`src/rtl/core/sfc_pkg.sv`:
```
// Shared types and constants for the scope frame CRC-16 appender.
// No dependencies; compiled first.
package sfc_pkg;

    typedef logic [15:0] t_crc;
    typedef logic [7:0]  t_byte;

    localparam t_crc CRC_INIT = 16'hFFFF;
    localparam t_crc CRC_POLY = 16'hA001;

    // Output sequencing codes for one frame-completing byte
    localparam logic [1:0] PH_DATA = 2'd0;
    localparam logic [1:0] PH_LOW  = 2'd1;
    localparam logic [1:0] PH_HIGH = 2'd2;

endpackage

```
`src/rtl/core/sfc_in_if.sv`:
```
// Input byte channel: valid/ready handshake with one payload byte.
// Depends on sfc_pkg.
interface sfc_in_if;
    import sfc_pkg::*;

    logic  valid;
    logic  ready;
    t_byte data_byte;

    modport source (output valid, output data_byte, input ready);
    modport sink   (input valid, input data_byte, output ready);
endinterface

```
`src/rtl/core/sfc_out_if.sv`:
```
// Output byte channel: valid/ready handshake with byte and frame flags.
// Depends on sfc_pkg.
interface sfc_out_if;
    import sfc_pkg::*;

    logic  valid;
    logic  ready;
    t_byte out_byte;
    logic  is_check_byte;
    logic  frame_end;
    logic  run_last;

    modport source (output valid, output out_byte, output is_check_byte,
                    output frame_end, output run_last, input ready);
    modport sink   (input valid, input out_byte, input is_check_byte,
                    input frame_end, input run_last, output ready);
endinterface

```
`src/rtl/core/sfc_crc_byte.sv`:
```
// Folds one byte into a reflected CRC-16 (poly 0xA001), eight bit steps unrolled.
// Depends on sfc_pkg.
module sfc_crc_byte (
    input  sfc_pkg::t_crc  i_crc,
    input  sfc_pkg::t_byte i_byte,
    output sfc_pkg::t_crc  o_crc
);
    import sfc_pkg::*;

    always_comb begin
        t_crc c;
        c = i_crc ^ {8'h00, i_byte};
        for (int k = 0; k < 8; k++) begin
            if (c[0]) begin
                c = (c >> 1) ^ CRC_POLY;
            end else begin
                c = c >> 1;
            end
        end
        o_crc = c;
    end

endmodule

```
`src/rtl/core/scope_frame_crc16_appender.sv`:
```
// Scope frame builder: passes payload bytes through, appends CRC-16/MODBUS trailer.
// Depends on sfc_pkg, sfc_in_if, sfc_out_if, sfc_crc_byte.
//
//  channel | dir | payload                                         | handshake
//  i_in    | in  | data_byte[7:0]                                  | valid/ready
//  o_out   | out | out_byte[7:0], is_check_byte, frame_end, run_last | valid/ready
//
// One payload byte per cycle while o_out is ready; the byte that completes a frame holds the output
// register through payload, CRC low and CRC high before the next byte is taken.
// The CRC fold is one combinational step between the input and the output register.
// A new byte is accepted in the cycle the last result of the previous one transfers.
// Synchronous active-low reset loads the CRC with 0xFFFF and clears the byte count.
module scope_frame_crc16_appender #(
    parameter int PAYLOAD_BYTES = 8
) (
    input  logic             i_clk,
    input  logic             i_rst_n,
    sfc_in_if.sink           i_in,
    sfc_out_if.source        o_out
);
    import sfc_pkg::*;

    localparam int CntW = $clog2(PAYLOAD_BYTES + 1);

    logic [CntW-1:0] r_count;
    t_crc            r_crc;
    t_crc            r_hold;
    logic            r_valid;
    logic [1:0]      r_phase;
    t_byte           r_byte;
    logic            r_chk;
    logic            r_fend;
    logic            r_last;

    t_crc            n_crc;
    logic [CntW:0]   n_count;
    logic            w_complete;
    logic            w_accept;
    logic            w_out_xfer;

    sfc_crc_byte u_crc (
        .i_crc  (r_crc),
        .i_byte (i_in.data_byte),
        .o_crc  (n_crc)
    );

    assign n_count    = {1'b0, r_count} + (CntW + 1)'(1);
    assign w_complete = n_count >= (CntW + 1)'(PAYLOAD_BYTES);
    assign w_out_xfer = r_valid && o_out.ready;
    assign i_in.ready = !r_valid || (o_out.ready && r_last);
    assign w_accept   = i_in.valid && i_in.ready;

    // Control state
    always_ff @(posedge i_clk) begin
        if (!i_rst_n) begin
            r_count <= '0;
            r_crc   <= CRC_INIT;
            r_valid <= 1'b0;
            r_phase <= PH_DATA;
        end else begin
            if (w_accept) begin
                r_valid <= 1'b1;
                r_phase <= PH_DATA;
                if (w_complete) begin
                    r_count <= '0;
                    r_crc   <= CRC_INIT;
                end else begin
                    r_count <= n_count[CntW-1:0];
                    r_crc   <= n_crc;
                end
            end else if (w_out_xfer) begin
                if (r_last) begin
                    r_valid <= 1'b0;
                end else begin
                    // advance through the trailer
                    case (r_phase)
                        PH_DATA: r_phase <= PH_LOW;
                        PH_LOW:  r_phase <= PH_HIGH;
                        default: r_phase <= PH_DATA;
                    endcase
                end
            end
        end
    end

    // Output payload
    always_ff @(posedge i_clk) begin
        if (w_accept) begin
            r_byte <= i_in.data_byte;
            r_chk  <= 1'b0;
            r_fend <= 1'b0;
            r_last <= !w_complete;
            r_hold <= n_crc;
        end else if (w_out_xfer && !r_last) begin
            case (r_phase)
                PH_DATA: begin
                    r_byte <= r_hold[7:0];
                    r_chk  <= 1'b1;
                    r_fend <= 1'b0;
                    r_last <= 1'b0;
                end
                default: begin
                    r_byte <= r_hold[15:8];
                    r_chk  <= 1'b1;
                    r_fend <= 1'b1;
                    r_last <= 1'b1;
                end
            endcase
        end
    end

    assign o_out.valid         = r_valid;
    assign o_out.out_byte      = r_byte;
    assign o_out.is_check_byte = r_chk;
    assign o_out.frame_end     = r_fend;
    assign o_out.run_last      = r_last;

    a_fend_is_last: assert property (@(posedge i_clk) disable iff (!i_rst_n)
        o_out.valid && o_out.frame_end |-> o_out.is_check_byte && o_out.run_last)
        else $error("frame end not on last check byte");

    a_hold_input: assert property (@(posedge i_clk) disable iff (!i_rst_n)
        o_out.valid && !o_out.run_last |-> !i_in.ready)
        else $error("input taken while trailer pending");

    a_trailer_follows: assert property (@(posedge i_clk) disable iff (!i_rst_n)
        o_out.valid && o_out.ready && !o_out.run_last |=> o_out.valid && o_out.is_check_byte)
        else $error("trailer byte missing after transfer");

    a_count_range: assert property (@(posedge i_clk) disable iff (!i_rst_n)
        {1'b0, r_count} < (CntW + 1)'(PAYLOAD_BYTES))
        else $error("payload count past frame length");

endmodule

```
`src/flat_wrapper.sv`:
```
// flat-port wrapper written by rule: the top's interface ports become plain ports
module scope_frame_crc16_appender_flat import sfc_pkg::*;
#(
    parameter int PAYLOAD_BYTES = 8
)
  (i_clk, i_rst_n, i_in_valid, i_in_data_byte, i_in_ready, o_out_valid, o_out_out_byte, o_out_is_check_byte, o_out_frame_end, o_out_run_last, o_out_ready);
  sfc_in_if i_in_i ();
  sfc_out_if o_out_i ();
  input  logic i_clk;
  input  logic i_rst_n;
  input wire logic [$bits(i_in_i.valid)-1:0] i_in_valid;
  input wire logic [$bits(i_in_i.data_byte)-1:0] i_in_data_byte;
  output wire logic [$bits(i_in_i.ready)-1:0] i_in_ready;
  output wire logic [$bits(o_out_i.valid)-1:0] o_out_valid;
  output wire logic [$bits(o_out_i.out_byte)-1:0] o_out_out_byte;
  output wire logic [$bits(o_out_i.is_check_byte)-1:0] o_out_is_check_byte;
  output wire logic [$bits(o_out_i.frame_end)-1:0] o_out_frame_end;
  output wire logic [$bits(o_out_i.run_last)-1:0] o_out_run_last;
  input wire logic [$bits(o_out_i.ready)-1:0] o_out_ready;
  assign i_in_i.valid = i_in_valid;
  assign i_in_i.data_byte = i_in_data_byte;
  assign i_in_ready = i_in_i.ready;
  assign o_out_valid = o_out_i.valid;
  assign o_out_out_byte = o_out_i.out_byte;
  assign o_out_is_check_byte = o_out_i.is_check_byte;
  assign o_out_frame_end = o_out_i.frame_end;
  assign o_out_run_last = o_out_i.run_last;
  assign o_out_i.ready = o_out_ready;
  scope_frame_crc16_appender #(.PAYLOAD_BYTES(PAYLOAD_BYTES)) u_core (.i_clk(i_clk), .i_rst_n(i_rst_n), .i_in(i_in_i), .o_out(o_out_i));
endmodule
```
`config.mk`:
```
export PLATFORM = sky130hd
export DESIGN_NAME = scope_frame_crc16_appender_flat
export DESIGN_NICKNAME = d
export VERILOG_FILES = /design/src/rtl/core/sfc_pkg.sv /design/src/rtl/core/sfc_in_if.sv /design/src/rtl/core/sfc_out_if.sv /design/src/rtl/core/sfc_crc_byte.sv /design/src/rtl/core/scope_frame_crc16_appender.sv /design/src/flat_wrapper.sv
export SDC_FILE = /design/constraint.sdc
export NUM_CORES = 1
export LEC_CHECK = 0
export ABC_AREA = 1
export BUFFER_PORTS_ARGS = -buffer_cell sky130_fd_sc_hd__buf_2
export CORE_UTILIZATION = 55
export CTS_BUF_LIST = sky130_fd_sc_hd__clkbuf_4
export CTS_CLUSTER_DIAMETER = 80
export CTS_CLUSTER_SIZE = 20
export DETAILED_ROUTE_END_ITERATION = 8
export PLACE_DENSITY = 0.76
export SYNTH_ARGS = -nofsm -noshare
export SYNTH_HDL_FRONTEND = slang
export SYNTH_SLANG_ARGS = --single-unit
```
`constraint.sdc`:
```
create_clock -name i_clk -period 4.1 [get_ports i_clk]
set_clock_uncertainty 0.15 [all_clocks]
set_input_delay 0.615 -clock i_clk [delete_from_list [all_inputs] [get_ports i_clk]]
set_output_delay 0.615 -clock i_clk [all_outputs]
set_load 0.02 [all_outputs]
```
# Word level (Yosys, flattened, before mapping)
# Index checks and enable logic that the tools add are counted.
# Widths: inputs -> output; s select.
dict set report classes {
  magnitude_cmp 1
  addsub 1
  eq_ne 1
  n_reduce_logical 15
  bitwise_logic 11
  muxes 20
}
# operator count
set ops {}
lappend ops {{$mux 16} 9}
lappend ops {{$mux 8} 3}
lappend ops {{$not 2->3} 8}
lappend ops {{$xor 16x8->16} 1}
lappend ops {{$mux 1} 6}
lappend ops {{$reduce_bool 2->1} 3}
lappend ops {{$add 4x1->5 const B} 1}
lappend ops {{$ge 5x4->1 const B} 1}
lappend ops {{$logic_and 1x1->1} 4}
lappend ops {{$mux 4} 1}
lappend ops {{$pmux 2 s2} 1}
lappend ops {{$reduce_and 2->1} 2}
lappend ops {{$logic_not 1->1} 3}
lappend ops {{$eq 2x1->1 const B} 1}
lappend ops {{$logic_not 2->1} 1}
lappend ops {{$not 1->1} 2}
lappend ops {{$reduce_or 2->1} 1}
lappend ops {{$logic_or 1x1->1} 1}
dict set report totals {
  wordCells 58
  regBits 50
  in_bits 12
}

# Longest topological paths before layout
# Gate-level depths: netlist of the first run.
dict set report logic_depth {
  depth_word 18
  ltp_mapped 16
}

# By module
# A second synthesis of the first run with hierarchy kept.
dict set report hier_totals {
  hier_cells 300
  hier_area_um2 2533.7
}
# module seq_area_each_um2 instances area_per_inst_um2 cells_each
set by_module_without_submodules {}
lappend by_module_without_submodules {scope_frame_crc16_appender 1251.2 1 2088.3 235}
lappend by_module_without_submodules {sfc_crc_byte 0.0 1 445.4 65}

# Worst setup path after synthesis of the first run
# Ideal clock, no wire load.
dict set report synth_path {
  path_type {input-to-reg}
  from {input o_out_ready}
  to {register u_core.r_crc[7]}
  arrival_ns 1.975
  required_ns 3.880
  path_buffers 1
  cell_stages 9
  slack_ns 1.905
  path_cell_list {nand2_1 -> nand2_1 -> nand2_1 -> inv_1 -> nor2_4 -> inv_1 -> buf_2 -> nor2_1 -> a21oi_1}
}
dict set report synth_via {
  elab_chain_len 3
}
# item line_no
set synth_lines {}
lappend synth_lines {{from (decl)} flat_wrapper.sv:19} ;# input wire logic [$bits(o_out_i.ready)-1:0] o_out_ready;
lappend synth_lines {{$logic_and 1x1->1} scope_frame_crc16_appender.sv:50} ;# assign i_in.ready = !r_valid || (o_out.ready && r_last);
lappend synth_lines {{$logic_or 1x1->1} scope_frame_crc16_appender.sv:50}
lappend synth_lines {{named net i_in_ready} flat_wrapper.sv:13} ;# output wire logic [$bits(i_in_i.ready)-1:0] i_in_ready;
lappend synth_lines {{$logic_and 1x1->1} scope_frame_crc16_appender.sv:51} ;# assign w_accept = i_in.valid && i_in.ready;
lappend synth_lines {{named net u_core.w_accept} scope_frame_crc16_appender.sv:38} ;# logic w_accept;
lappend synth_lines {{to (signal assigned)} scope_frame_crc16_appender.sv:69} ;# r_crc <= n_crc;
lappend synth_lines {{to (decl)} scope_frame_crc16_appender.sv:26} ;# t_crc r_crc;
# The timed path passes the listed nets, and every way through them passes these cells.
# A chain may end at the register's enable or synchronous reset.

# Worst setup path after layout of the first run
dict set report layout_path {
  from {register u_core.r_last (netlist: u_core.o_out.run_last)}
  to {register u_core.r_crc[1]}
}
dict set report layout_via {
  elab_chain_len 3
}
# item line_no
set layout_lines {}
lappend layout_lines {{from (decl)} scope_frame_crc16_appender.sv:33} ;# logic r_last;
lappend layout_lines {{from (signal assigned)} scope_frame_crc16_appender.sv:92} ;# r_last <= !w_complete;
lappend layout_lines {{$logic_and 1x1->1} scope_frame_crc16_appender.sv:50}
lappend layout_lines {{$logic_or 1x1->1} scope_frame_crc16_appender.sv:50}
lappend layout_lines {{$logic_and 1x1->1} scope_frame_crc16_appender.sv:51}
lappend layout_lines {{named net u_core.w_accept} scope_frame_crc16_appender.sv:38}
# The timed path passes the listed nets, and every way through them passes these cells.

==> metrics.md, run 1 <==
| Metric | Value |
|---|---|
| Vias | `1645` |
| Combinational power share | `19.7%` |
| VDD IR max | `0.000256 V` |
| Pre-Repair DR Iteration Count | `4` |
| Clock power frac | `25.3%` |
| Yosys top cell area share | `32.9%` |
| Post-Place Cells | `323` |
| Final Hold Fails | `0` |
| Final setup viols | `0` |
| Synth Instances | `254` |
| Max cap viols | `0` |
| # rows | `23` |
| Util after Layout | `63.1%` |
| Largest net degree at the start of global routing | `23` |
| Initial antenna violation count | `0` |
| Longest Clk Path Bufs | `2` |
| Layout Cells excl Fill | `331` |
| Die area | `4420 sq um` |
| Initial Util | `57.1%` |
| Hold-fix buffers at CTS | `0` |
| Routed wire per std cell | `12.4 microns` |
| Sw Share | `28.4%` |
| # nets final | `294` |
| Arrival time at the worst endpoint | `2.80 ns` |
| Post-synth top cells | `nand2_1, inv_1, dfxtp_1, edfxtp_1, nor2_1` |
| First DRT Iteration DRCs | `167` |
| Fmax | `0.372 GHz` |
| Post-CTS Setup Inserts | `0` |
| Post-synth top flop | `edfxtp_1` |
| Startpoint types | `register` |
| Static leakage | `1.16 nW` |
| Clk sinks | `50` |
| ANT cells | `0` |
| First-pass GRT wire length | `6860 microns` |
| Status | `complete, no violations` |
| Die width | `66.5 microns` |
| P&R area growth vs syn | `10.4%` |
| Root Buffer | `clkbuf_4` |
| Routed Antenna Nets | `0` |
| Yosys reg bits | `50` |
| Total CTS buffers | `5` |
| Async set-reset flop share out of synthesis | `0%` |
| CTS clk-pin slew, worst paths | `0.14 ns` |
| Worst slew pin tran | `0.742 ns` |
| Tmin final | `2.69 ns` |
| Dpl hpwl | `3150 microns` |
| P_int | `0.800 mW` |
| CP endpoint kind | `register` |
| Syn_nets | `268` |
| Post-synth EDFFs | `25` |
| DRC violations left | `0` |
| Sequential share of power | `55.0%` |
| FILL cells | `349` |
| Die H | `66.5 microns` |
| GPL Wtd Cong | `0.792` |
| Setup TNS | `0 ns` |
| Input/output buffers | `24` |
| Unrepaired setup endpoints after global routing | `false` |
| Unique masters post-synth | `26` |
| Worst hold path type | `reg2reg` |
| TritonCTS clock tree | `yes` |
| Largest fanout on the critical path | `22` |
| Switch Pwr | `0.317 mW` |
| Overall Global Routing Usage | `21.1%` |
| Register area share after synthesis | `54.8%` |
| Final worst-path cycle share | `65.6%` |
| Vias in the first global route | `1534` |
| Synth top area cells | `edfxtp_1, dfxtp_1, nand2_1` |
| Multi-input gate area in the final layout | `867 sq um` |
| Avg Vias per Cell | `4.97` |
| Synth Cell Area | `2280 sq um` |
| Power density over cell area | `443 nW/um^2` |
| Share of cells above drive strength 1 | `23.5%` |
| # H-tree levels | `2` |
| Headroom to the max-slew limit | `50.4%` |
| Register area | `1250 sq um` |
| Later-pin clock latency in the skew report | `0.36 ns` |
| Worst EP required | `4.21 ns` |
| Core area | `4000 sq um` |
| Critical path class | `reg2reg` |
| I/O pin count | `25` |
| Most common cell in the netlist | `nand2_1` |
| Resize count post-CTS | `0` |
| Global route total overflow | `0` |
| Mean post-synth cell area | `8.99 sq um` |
| Post-synth top area cell | `edfxtp_1` |
| Final max-slew violation count | `0` |
| Yosys warnings | `0` |
| Post-detailed-routing wire length | `4100 microns` |
## critical path: stages (launching register included)
cell and delay, ns:
edfxtp_1 0.44, nand2_1 0.08, nand2_1 0.07, nand2_1 0.48, inv_1 0.54, nor2_4 0.27, inv_1 0.26, o22ai_1 0.25
inv_1 0.05
## power groups by stage
| stage | combinational (mW) | sequential [mW] | clock, mW |
|---|---|---|---|
| 5_1_grt | 0.248 | 0.621 | 0.307 |
| 6_report | 0.220 | 0.615 | 0.282 |
| 3_3_place_gp | 0.214 | 0.624 | 0 |
| 4_1_cts | 0.220 | 0.615 | 0.293 |
| 3_5_place_dp | 0.220 | 0.626 | 0 |
| 2_1_floorplan | 0.152 | 0.635 | 0 |
## metrics by stage
step | area [sq um] | hold WS (ns) | setup WS, ns | power (mW)
final | 2520 | 0.330 | 1.41 | 1.12
after global routing | 2520 | 0.350 | 1.08 | 1.18
after CTS | 2520 | 0.329 | 1.42 | 1.13
after detailed placement | 2440 | 0.305 | 1.17 | 0.846
after global placement | 2440 | 0.302 | 1.27 | 0.838
after floorplan | 2280 | 0.282 | 1.91 | 0.787
## cell usage in the layout, fill, tap and decap left out, drive strengths merged
cell type,Yosys,layout
nand3,12,12
xnor2,6,6
o22a,4,4
nand2,85,85
a21oi,6,6
dfxtp,25,25
a31oi,8,8
xor2,3,3
o21ai,5,5
o22ai,7,7
clkbuf,3,6
clkinvlp,0,1
nand3b,1,1
edfxtp,25,25
inv,37,37
buf,2,24
ha,2,2
a22o,1,1
a211oi,1,1
bufinv,0,1
nor2,21,21
## routing by layer
metal	vias up	global-route usage, %	routed length, microns
li1	873	-	-
met1	732	28.7	2020
met2	35	33.0	1850
met3	5	5.14	180
met4	0	6.38	49
met5	-	0	0
## cell families after synthesis
group / synth area share [%]
xor+xnor: 3.45
flops: 54.8
fa+ha+maj: 1.10
compound gates: 8.76
simple gates: 24.6
buf+inv: 7.28
## worst paths after layout
check	from	endpoint	slack, ns	cells past startpoint
worst max-delay path	u_core.o_out.run_last	u_core.r_crc[1]	1.41	8
worst min-delay path	u_core.o_out.frame_end	u_core.o_out.frame_end	0.33	2
worst min register to register	u_core.o_out.frame_end	u_core.o_out.frame_end	0.33	2
worst max register to register	u_core.o_out.run_last	u_core.r_crc[1]	1.41	8
## registers in the layout (all words and copies together) (netlist names), 2 cells and up
register	cells
u_core.o_out.out_byte	8
u_core.r_count	4
u_core.r_crc	16
u_core.r_hold	16
u_core.r_phase	2
## cell type report
type	count	area share [%]
multi-input cells	162	34.4
well taps	50	2.48
repair buffers	24	4.76
flip-flops and latches	50	49.6
inverters	37	5.51
clock buffers	6	1.79
clock inverters	2	1.49
(Power assumes the default switching activity.)
==> run 2: changes to the inputs <==
--- a/config.mk
+++ b/config.mk
@@ -5,14 +5,14 @@
 export SDC_FILE = /design/constraint.sdc
 export NUM_CORES = 1
 export LEC_CHECK = 0
-export ABC_AREA = 1
+export ABC_AREA = 0
 export BUFFER_PORTS_ARGS = -buffer_cell sky130_fd_sc_hd__buf_2
-export CORE_UTILIZATION = 55
+export CORE_UTILIZATION = 53
 export CTS_BUF_LIST = sky130_fd_sc_hd__clkbuf_4
 export CTS_CLUSTER_DIAMETER = 80
 export CTS_CLUSTER_SIZE = 20
 export DETAILED_ROUTE_END_ITERATION = 8
-export PLACE_DENSITY = 0.76
+export PLACE_DENSITY = 0.77
 export SYNTH_ARGS = -nofsm -noshare
 export SYNTH_HDL_FRONTEND = slang
 export SYNTH_SLANG_ARGS = --single-unit
==> constraint.sdc (replaced) <==
create_clock -name i_clk -period 2.3 [get_ports i_clk]
set_clock_uncertainty 0.15 [all_clocks]
set_input_delay 0.345 -clock i_clk [delete_from_list [all_inputs] [get_ports i_clk]]
set_output_delay 0.345 -clock i_clk [all_outputs]
set_load 0.02 [all_outputs]
==> run 2 against run 1 <==
- maximum frequency increased by 33%
- worst hold slack got worse by 0.25 ns
- flip-flop and latch count unchanged
- sequential power increased by 98%
- first-iteration DRC count down 77%
- largest power group unchanged
==> metrics.md, run 2 <==
| Metric | Value |
|---|---|
| Clock power frac | `17.1%` |
| Global route total overflow | `0` |
| Total CTS buffers | `5` |
| Input/output buffers | `24` |
| Headroom to the max-slew limit | `67.5%` |
| Initial antenna violation count | `0` |
| Routed Antenna Nets | `0` |
| Final max-slew violation count | `0` |
| Initial Util | `55.5%` |
| P_int | `1.54 mW` |
| Syn_nets | `175` |
| Clk sinks | `50` |
| Static leakage | `0.905 nW` |
| Setup TNS | `0 ns` |
| CTS clk-pin slew, worst paths | `0.13 ns` |
| Worst EP required | `2.42 ns` |
| Post-synth EDFFs | `25` |
| Post-synth top flop | `edfxtp_1` |
| Final setup viols | `0` |
| Critical path class | `reg2reg` |
| Longest Clk Path Bufs | `2` |
| Highest-count cells in the layout ignoring fill and taps | `dfxtp_1, edfxtp_1, buf_2` |
| Register area share after synthesis | `61.5%` |
| Post-detailed-routing wire length | `3470 microns` |
| Hold-fix buffers at CTS | `0` |
| Avg Vias per Cell | `5.39` |
| Mean post-synth cell area | `12.6 sq um` |
| Largest fanout on the critical path | `3` |
| Synth top area cells | `edfxtp_1, dfxtp_1, o22a_1` |
| Max cap viols | `0` |
| Share of cells above drive strength 1 | `20.6%` |
| Finished Cell Area | `2290 sq um` |
| GPL Wtd Cong | `0.748` |
| Pre-CTS WS | `0.161 ns` |
| Worst hold path type | `in2reg` |
| Yosys warnings | `0` |
| Power density over cell area | `953 nW/um^2` |
| DP Area | `2240 sq um` |
| Status | `complete, no violations` |
| ANT cells | `0` |
| Post-Place Cells | `234` |
| Worst slew pin tran | `0.488 ns` |
| Layout Cells excl Fill | `242` |
| CP endpoint kind | `register` |
| Routed wire per std cell | `14.3 microns` |
| Vias | `1304` |
| Pwr Total | `2.19 mW` |
| Root Buffer | `clkbuf_4` |
| Fmax | `0.495 GHz` |
| First-pass GRT wire length | `5910 microns` |
| P&R area growth vs syn | `12.7%` |
| # nets final | `207` |
| Worst setup slack after layout | `0.279 ns` |
| Unrepaired setup endpoints after global routing | `false` |
| Synth Instances | `161` |
| TritonCTS clock tree | `yes` |
| Switch Pwr | `0.647 mW` |
| VDD IR max | `0.000614 V` |
| Post-CTS Setup Inserts | `0` |
| Die area | `4090 sq um` |
| # H-tree levels | `2` |
| # rows | `22` |
| Pre-Repair DR Iteration Count | `4` |
| Combinational power share | `27.1%` |
| Sequential share of power | `55.9%` |
| Vias in the first global route | `1270` |
| Later-pin clock latency in the skew report | `0.36 ns` |
| Final Hold Fails | `0` |
| Arrival time at the worst endpoint | `2.14 ns` |
| Synth Cell Area | `2030 sq um` |
| Resize count post-CTS | `0` |
| Final worst-path cycle share | `87.9%` |
| Util after Layout | `62.6%` |
| DRC violations left | `0` |
| Core area | `3660 sq um` |
| Yosys reg bits | `50` |
| I/O pin count | `25` |
| Dpl hpwl | `2520 microns` |
| Die width | `63.9 microns` |
| Overall Global Routing Usage | `19.5%` |
| Die H | `63.9 microns` |
| Largest net degree at the start of global routing | `24` |
| First DRT Iteration DRCs | `39` |
| Unique masters post-synth | `28` |
| Async set-reset flop share out of synthesis | `0%` |
| Startpoint types | `register` |
| Post-synth top area cell | `edfxtp_1` |
| Tmin final | `2.02 ns` |
| Sw Share | `29.6%` |
| Hold WS | `0.0841 ns` |
| Post-synth top cells | `dfxtp_1, edfxtp_1, nand2_1, o22a_1, xnor2_1` |
| Yosys top cell area share | `36.9%` |
[run 2: layer usage]
metal  vias to the layer above  GRT usage, %  part of all wire (%)
met5                         -             0                     0
met4                         0          7.67                   1.5
met3                         5          6.07                   4.2
met2                        26          32.8                    50
met1                       630          23.1                    44
li1                        643             -                     -
[run 2: cell type report]
type                            instances  area (sq um)
Clock inverter                          3          16.3
Fill cell                             306          1370
Multi-Input combinational cell        102           747
Inverter                                4          15.0
Timing Repair Buffer                   30           165
Tap cell                               48          60.1
Sequential cell                        50          1250
Clock buffer                            5          37.5
[run 2: logic make-up (layout without fill, tap and decap cells)]
family / count (synthesis) / after routing / synth area share [%]
DFF: 50 / 50 / 61.5
AOI/OAI and AO/OA: 39 / 39 / 13.5
adders and majority gates: 2 / 2 / 1.23
muxes: 8 / 8 / 3.94
buffers and inverters: 9 / 42 / 1.72
xor gates and xnor gates: 22 / 22 / 11.0
and+or+nand+nor: 31 / 31 / 7.08
[run 2: worst paths after layout]
path | startpoint | cells past startpoint | to | slack (ns)
worst max-delay path | u_core.r_crc[0] | 5 | u_core.r_crc[15] | 0.28
worst min-delay path | i_in_valid | 2 | u_core.o_out.valid | 0.08
worst max register to register | u_core.r_crc[0] | 5 | u_core.r_crc[15] | 0.28
worst min register to register | u_core.o_out.is_check_byte | 2 | u_core.o_out.is_check_byte | 0.31
[run 2: power groups by stage]
stage          sequential [mW]  clock [mW]  combinational (mW)
2_1_floorplan             1.26           0               0.409
3_3_place_gp              1.23           0               0.559
3_5_place_dp              1.24           0               0.592
4_1_cts                   1.22       0.383               0.593
5_1_grt                   1.23       0.422               0.653
6_report                  1.22       0.373               0.592
[run 2: worst max-delay path, cell delays in order (launching register included)]
cell	delay (ns)
dfxtp_1	0.35
xnor2_1	0.29
xnor2_1	0.22
xnor3_2	0.53
xor2_1	0.20
o22a_1	0.19
==> run 3: changes to the inputs <==
--- a/config.mk
+++ b/config.mk
@@ -7,12 +7,12 @@
 export LEC_CHECK = 0
 export ABC_AREA = 0
 export BUFFER_PORTS_ARGS = -buffer_cell sky130_fd_sc_hd__buf_2
-export CORE_UTILIZATION = 53
+export CORE_UTILIZATION = 45
 export CTS_BUF_LIST = sky130_fd_sc_hd__clkbuf_4
 export CTS_CLUSTER_DIAMETER = 80
 export CTS_CLUSTER_SIZE = 20
 export DETAILED_ROUTE_END_ITERATION = 8
-export PLACE_DENSITY = 0.77
+export PLACE_DENSITY = 0.67
 export SYNTH_ARGS = -nofsm -noshare
 export SYNTH_HDL_FRONTEND = slang
 export SYNTH_SLANG_ARGS = --single-unit
==> constraint.sdc (replaced) <==
create_clock -name i_clk -period 2.3 [get_ports i_clk]
set_clock_uncertainty 0.15 [all_clocks]
set_input_delay 0.115 -clock i_clk [delete_from_list [all_inputs] [get_ports i_clk]]
set_output_delay 0.115 -clock i_clk [all_outputs]
set_load 0.02 [all_outputs]
==> run 3 against run 2 <==
- clock-buffer cell count rose by 2
- wire length increased by 5.7%
- flip-flop and latch count unchanged
- core utilization shrank 7.2 points
- setup slack worse by 0.070 ns
- critical endpoint is now u_core.r_crc[14]
==> metrics.md, run 3 (synthesis results as in run 2) <==
| Metric | Value |
|---|---|
| Status | `complete, no violations` |
| Static leakage | `0.954 nW` |
| GR peak layer | `met2` |
| Overall Global Routing Usage | `16.3%` |
| GR Util met1 | `19.9%` |
| FILL cells | `356` |
| Startpoint types | `input port` |
| Final max-slew violation count | `0` |
| Fmax | `0.478 GHz` |
| CP Cell Sequence | `dlygate4sd3_1, buf_2, xnor2_1, xnor2_1, xnor3_2, xor2_1, o22a_1` |
| Largest net degree at the start of global routing | `38` |
| Critical path class | `in2reg` |
| Highest-count cells in the layout ignoring fill and taps | `dfxtp_1, edfxtp_1, buf_2` |
| Worst slew pin tran | `0.499 ns` |
| Later-pin clock latency in the skew report | `0.36 ns` |
| ANT cells | `0` |
| Crit-path max cell delay | `0.53 ns` |
| M3 GR Usage | `4.94%` |
| Root Buffer | `clkbuf_4` |
| CP dominant cell by count | `xnor2_1` |
| Initial Util | `46.7%` |
| Clk sinks | `50` |
| Longest Clk Path Bufs | `2` |
| # H-tree levels | `2` |
| GPL Wtd Cong | `0.752` |
| Final Hold Fails | `0` |
| Met2 usage | `26.6%` |
| Headroom to the max-slew limit | `66.7%` |
| TritonCTS clock tree | `yes` |
| Avg Vias per Cell | `5.18` |
| Vias | `1332` |
| P&R area growth vs syn | `18.6%` |
| Post-CTS Setup Inserts | `0` |
| Crit-path leading delay family | `XOR/XNOR gates` |
| Die width | `69.2 microns` |
| Routed wire per std cell | `14.3 microns` |
| Setup TNS | `0 ns` |
| Final worst-path cycle share | `90.9%` |
| # rows | `24` |
| Tmin final | `2.09 ns` |
| Input/output buffers | `24` |
| Buffers and inverters on the worst path | `2` |
| Power density over cell area | `914 nW/um^2` |
| Initial antenna violation count | `0` |
| Dpl hpwl | `2520 microns` |
| Worst hold path type | `reg2reg` |
| Slowest CP cell | `dlygate4sd3_1` |
| Die H | `69.2 microns` |
| Largest fanout on the critical path | `3` |
| VDD IR max | `0.000560 V` |
| CTS clk-pin slew, worst paths | `0.13 ns` |
| Total CTS buffers | `5` |
| I/O pin count | `25` |
| Core area | `4350 sq um` |
| First DRT Iteration DRCs | `54` |
| Final setup viols | `0` |
| Post-detailed-routing wire length | `3670 microns` |
| Worst EP required | `2.40 ns` |
| Pre-Repair DR Iteration Count | `4` |
| First-pass GRT wire length | `5980 microns` |
| Arrival time at the worst endpoint | `2.19 ns` |
| DRC violations left | `0` |
| Pwr Total | `2.20 mW` |
| Max cap viols | `0` |
| Die area | `4790 sq um` |
| Unrepaired setup endpoints after global routing | `false` |
| # nets final | `218` |
| Vias in the first global route | `1275` |
| Routed Antenna Nets | `0` |
| Share of cells above drive strength 1 | `19.5%` |
| CP endpoint kind | `register` |
| Global route total overflow | `0` |
## run 3: changes by cell type in the layout (fill, tap and decap cells not counted), sizes merged
cell	before	now
dlygate4sd3	0	12
clkinv	3	1
clkbuf	5	7
buf	30	29
## run 3: timing repair
item | in CTS | in global routing
endpoints found under the setup margin | 0 | 0
endpoints found under the hold margin | 15 | 0
hold buffers | 12 | 0
gates resized for setup | 0 | 0
## run 3: power by group
| part | total [mW] | switching, mW | internal (mW) |
|---|---|---|---|
| logic | 0.588 | 0.310 | 0.278 |
| clock network | 0.396 | 0.254 | 0.142 |
| registers | 1.22 | 0.0688 | 1.15 |
| total | 2.20 | 0.633 | 1.57 |
## run 3: layout make-up
| type | instances | area (sq um) | share of cell area (%) |
|---|---|---|---|
| flip-flops and latches | 50 | 1250 | 51.9 |
| multi-input cells | 102 | 747 | 31.0 |
| clock inverters | 1 | 3.75 | 0.156 |
| well taps | 52 | 65.1 | 2.70 |
| inverters | 4 | 15.0 | 0.622 |
| repair buffers | 41 | 278 | 11.5 |
| clock buffers | 7 | 52.6 | 2.18 |
## run 3: worst paths after layout
check	from	to	slack, ns	depth (start not counted)
worst max-delay path	i_in_data_byte[0]	u_core.r_crc[14]	0.21	7
worst max register to register	u_core.r_crc[0]	u_core.r_crc[14]	0.28	5
worst min register to register	u_core.o_out.is_check_byte	u_core.o_out.is_check_byte	0.31	2
worst min-delay path	u_core.o_out.is_check_byte	u_core.o_out.is_check_byte	0.31	2
## run 3: layer usage
layer | vias to the layer above | wire, microns
li1 | 672 | -
met1 | 628 | 1700
met2 | 24 | 1760
met3 | 8 | 129
met4 | 0 | 76
met5 | - | 0
## run 3: worst reg2reg max path: cells and delay by family, from the launching register on
kind           cells  cell delay [ns]
flip-flops         1             0.34
XOR/XNOR           4             1.25
AO/OA/AOI/OAI      1             0.18
## run 3: stage by stage
step	cell area [sq um]	util, %	hold WS, ns	std cells	setup WS, ns
after floorplan	2030	-	0.0891	161	0.0328
after global placement	2240	51.4	0.215	237	0.368
after detailed placement	2240	51.4	0.231	237	0.290
after CTS	2410	55.4	0.308	257	0.226
after global routing	2410	55.4	0.348	257	0.140
final	2410	55.4	0.313	257	0.209
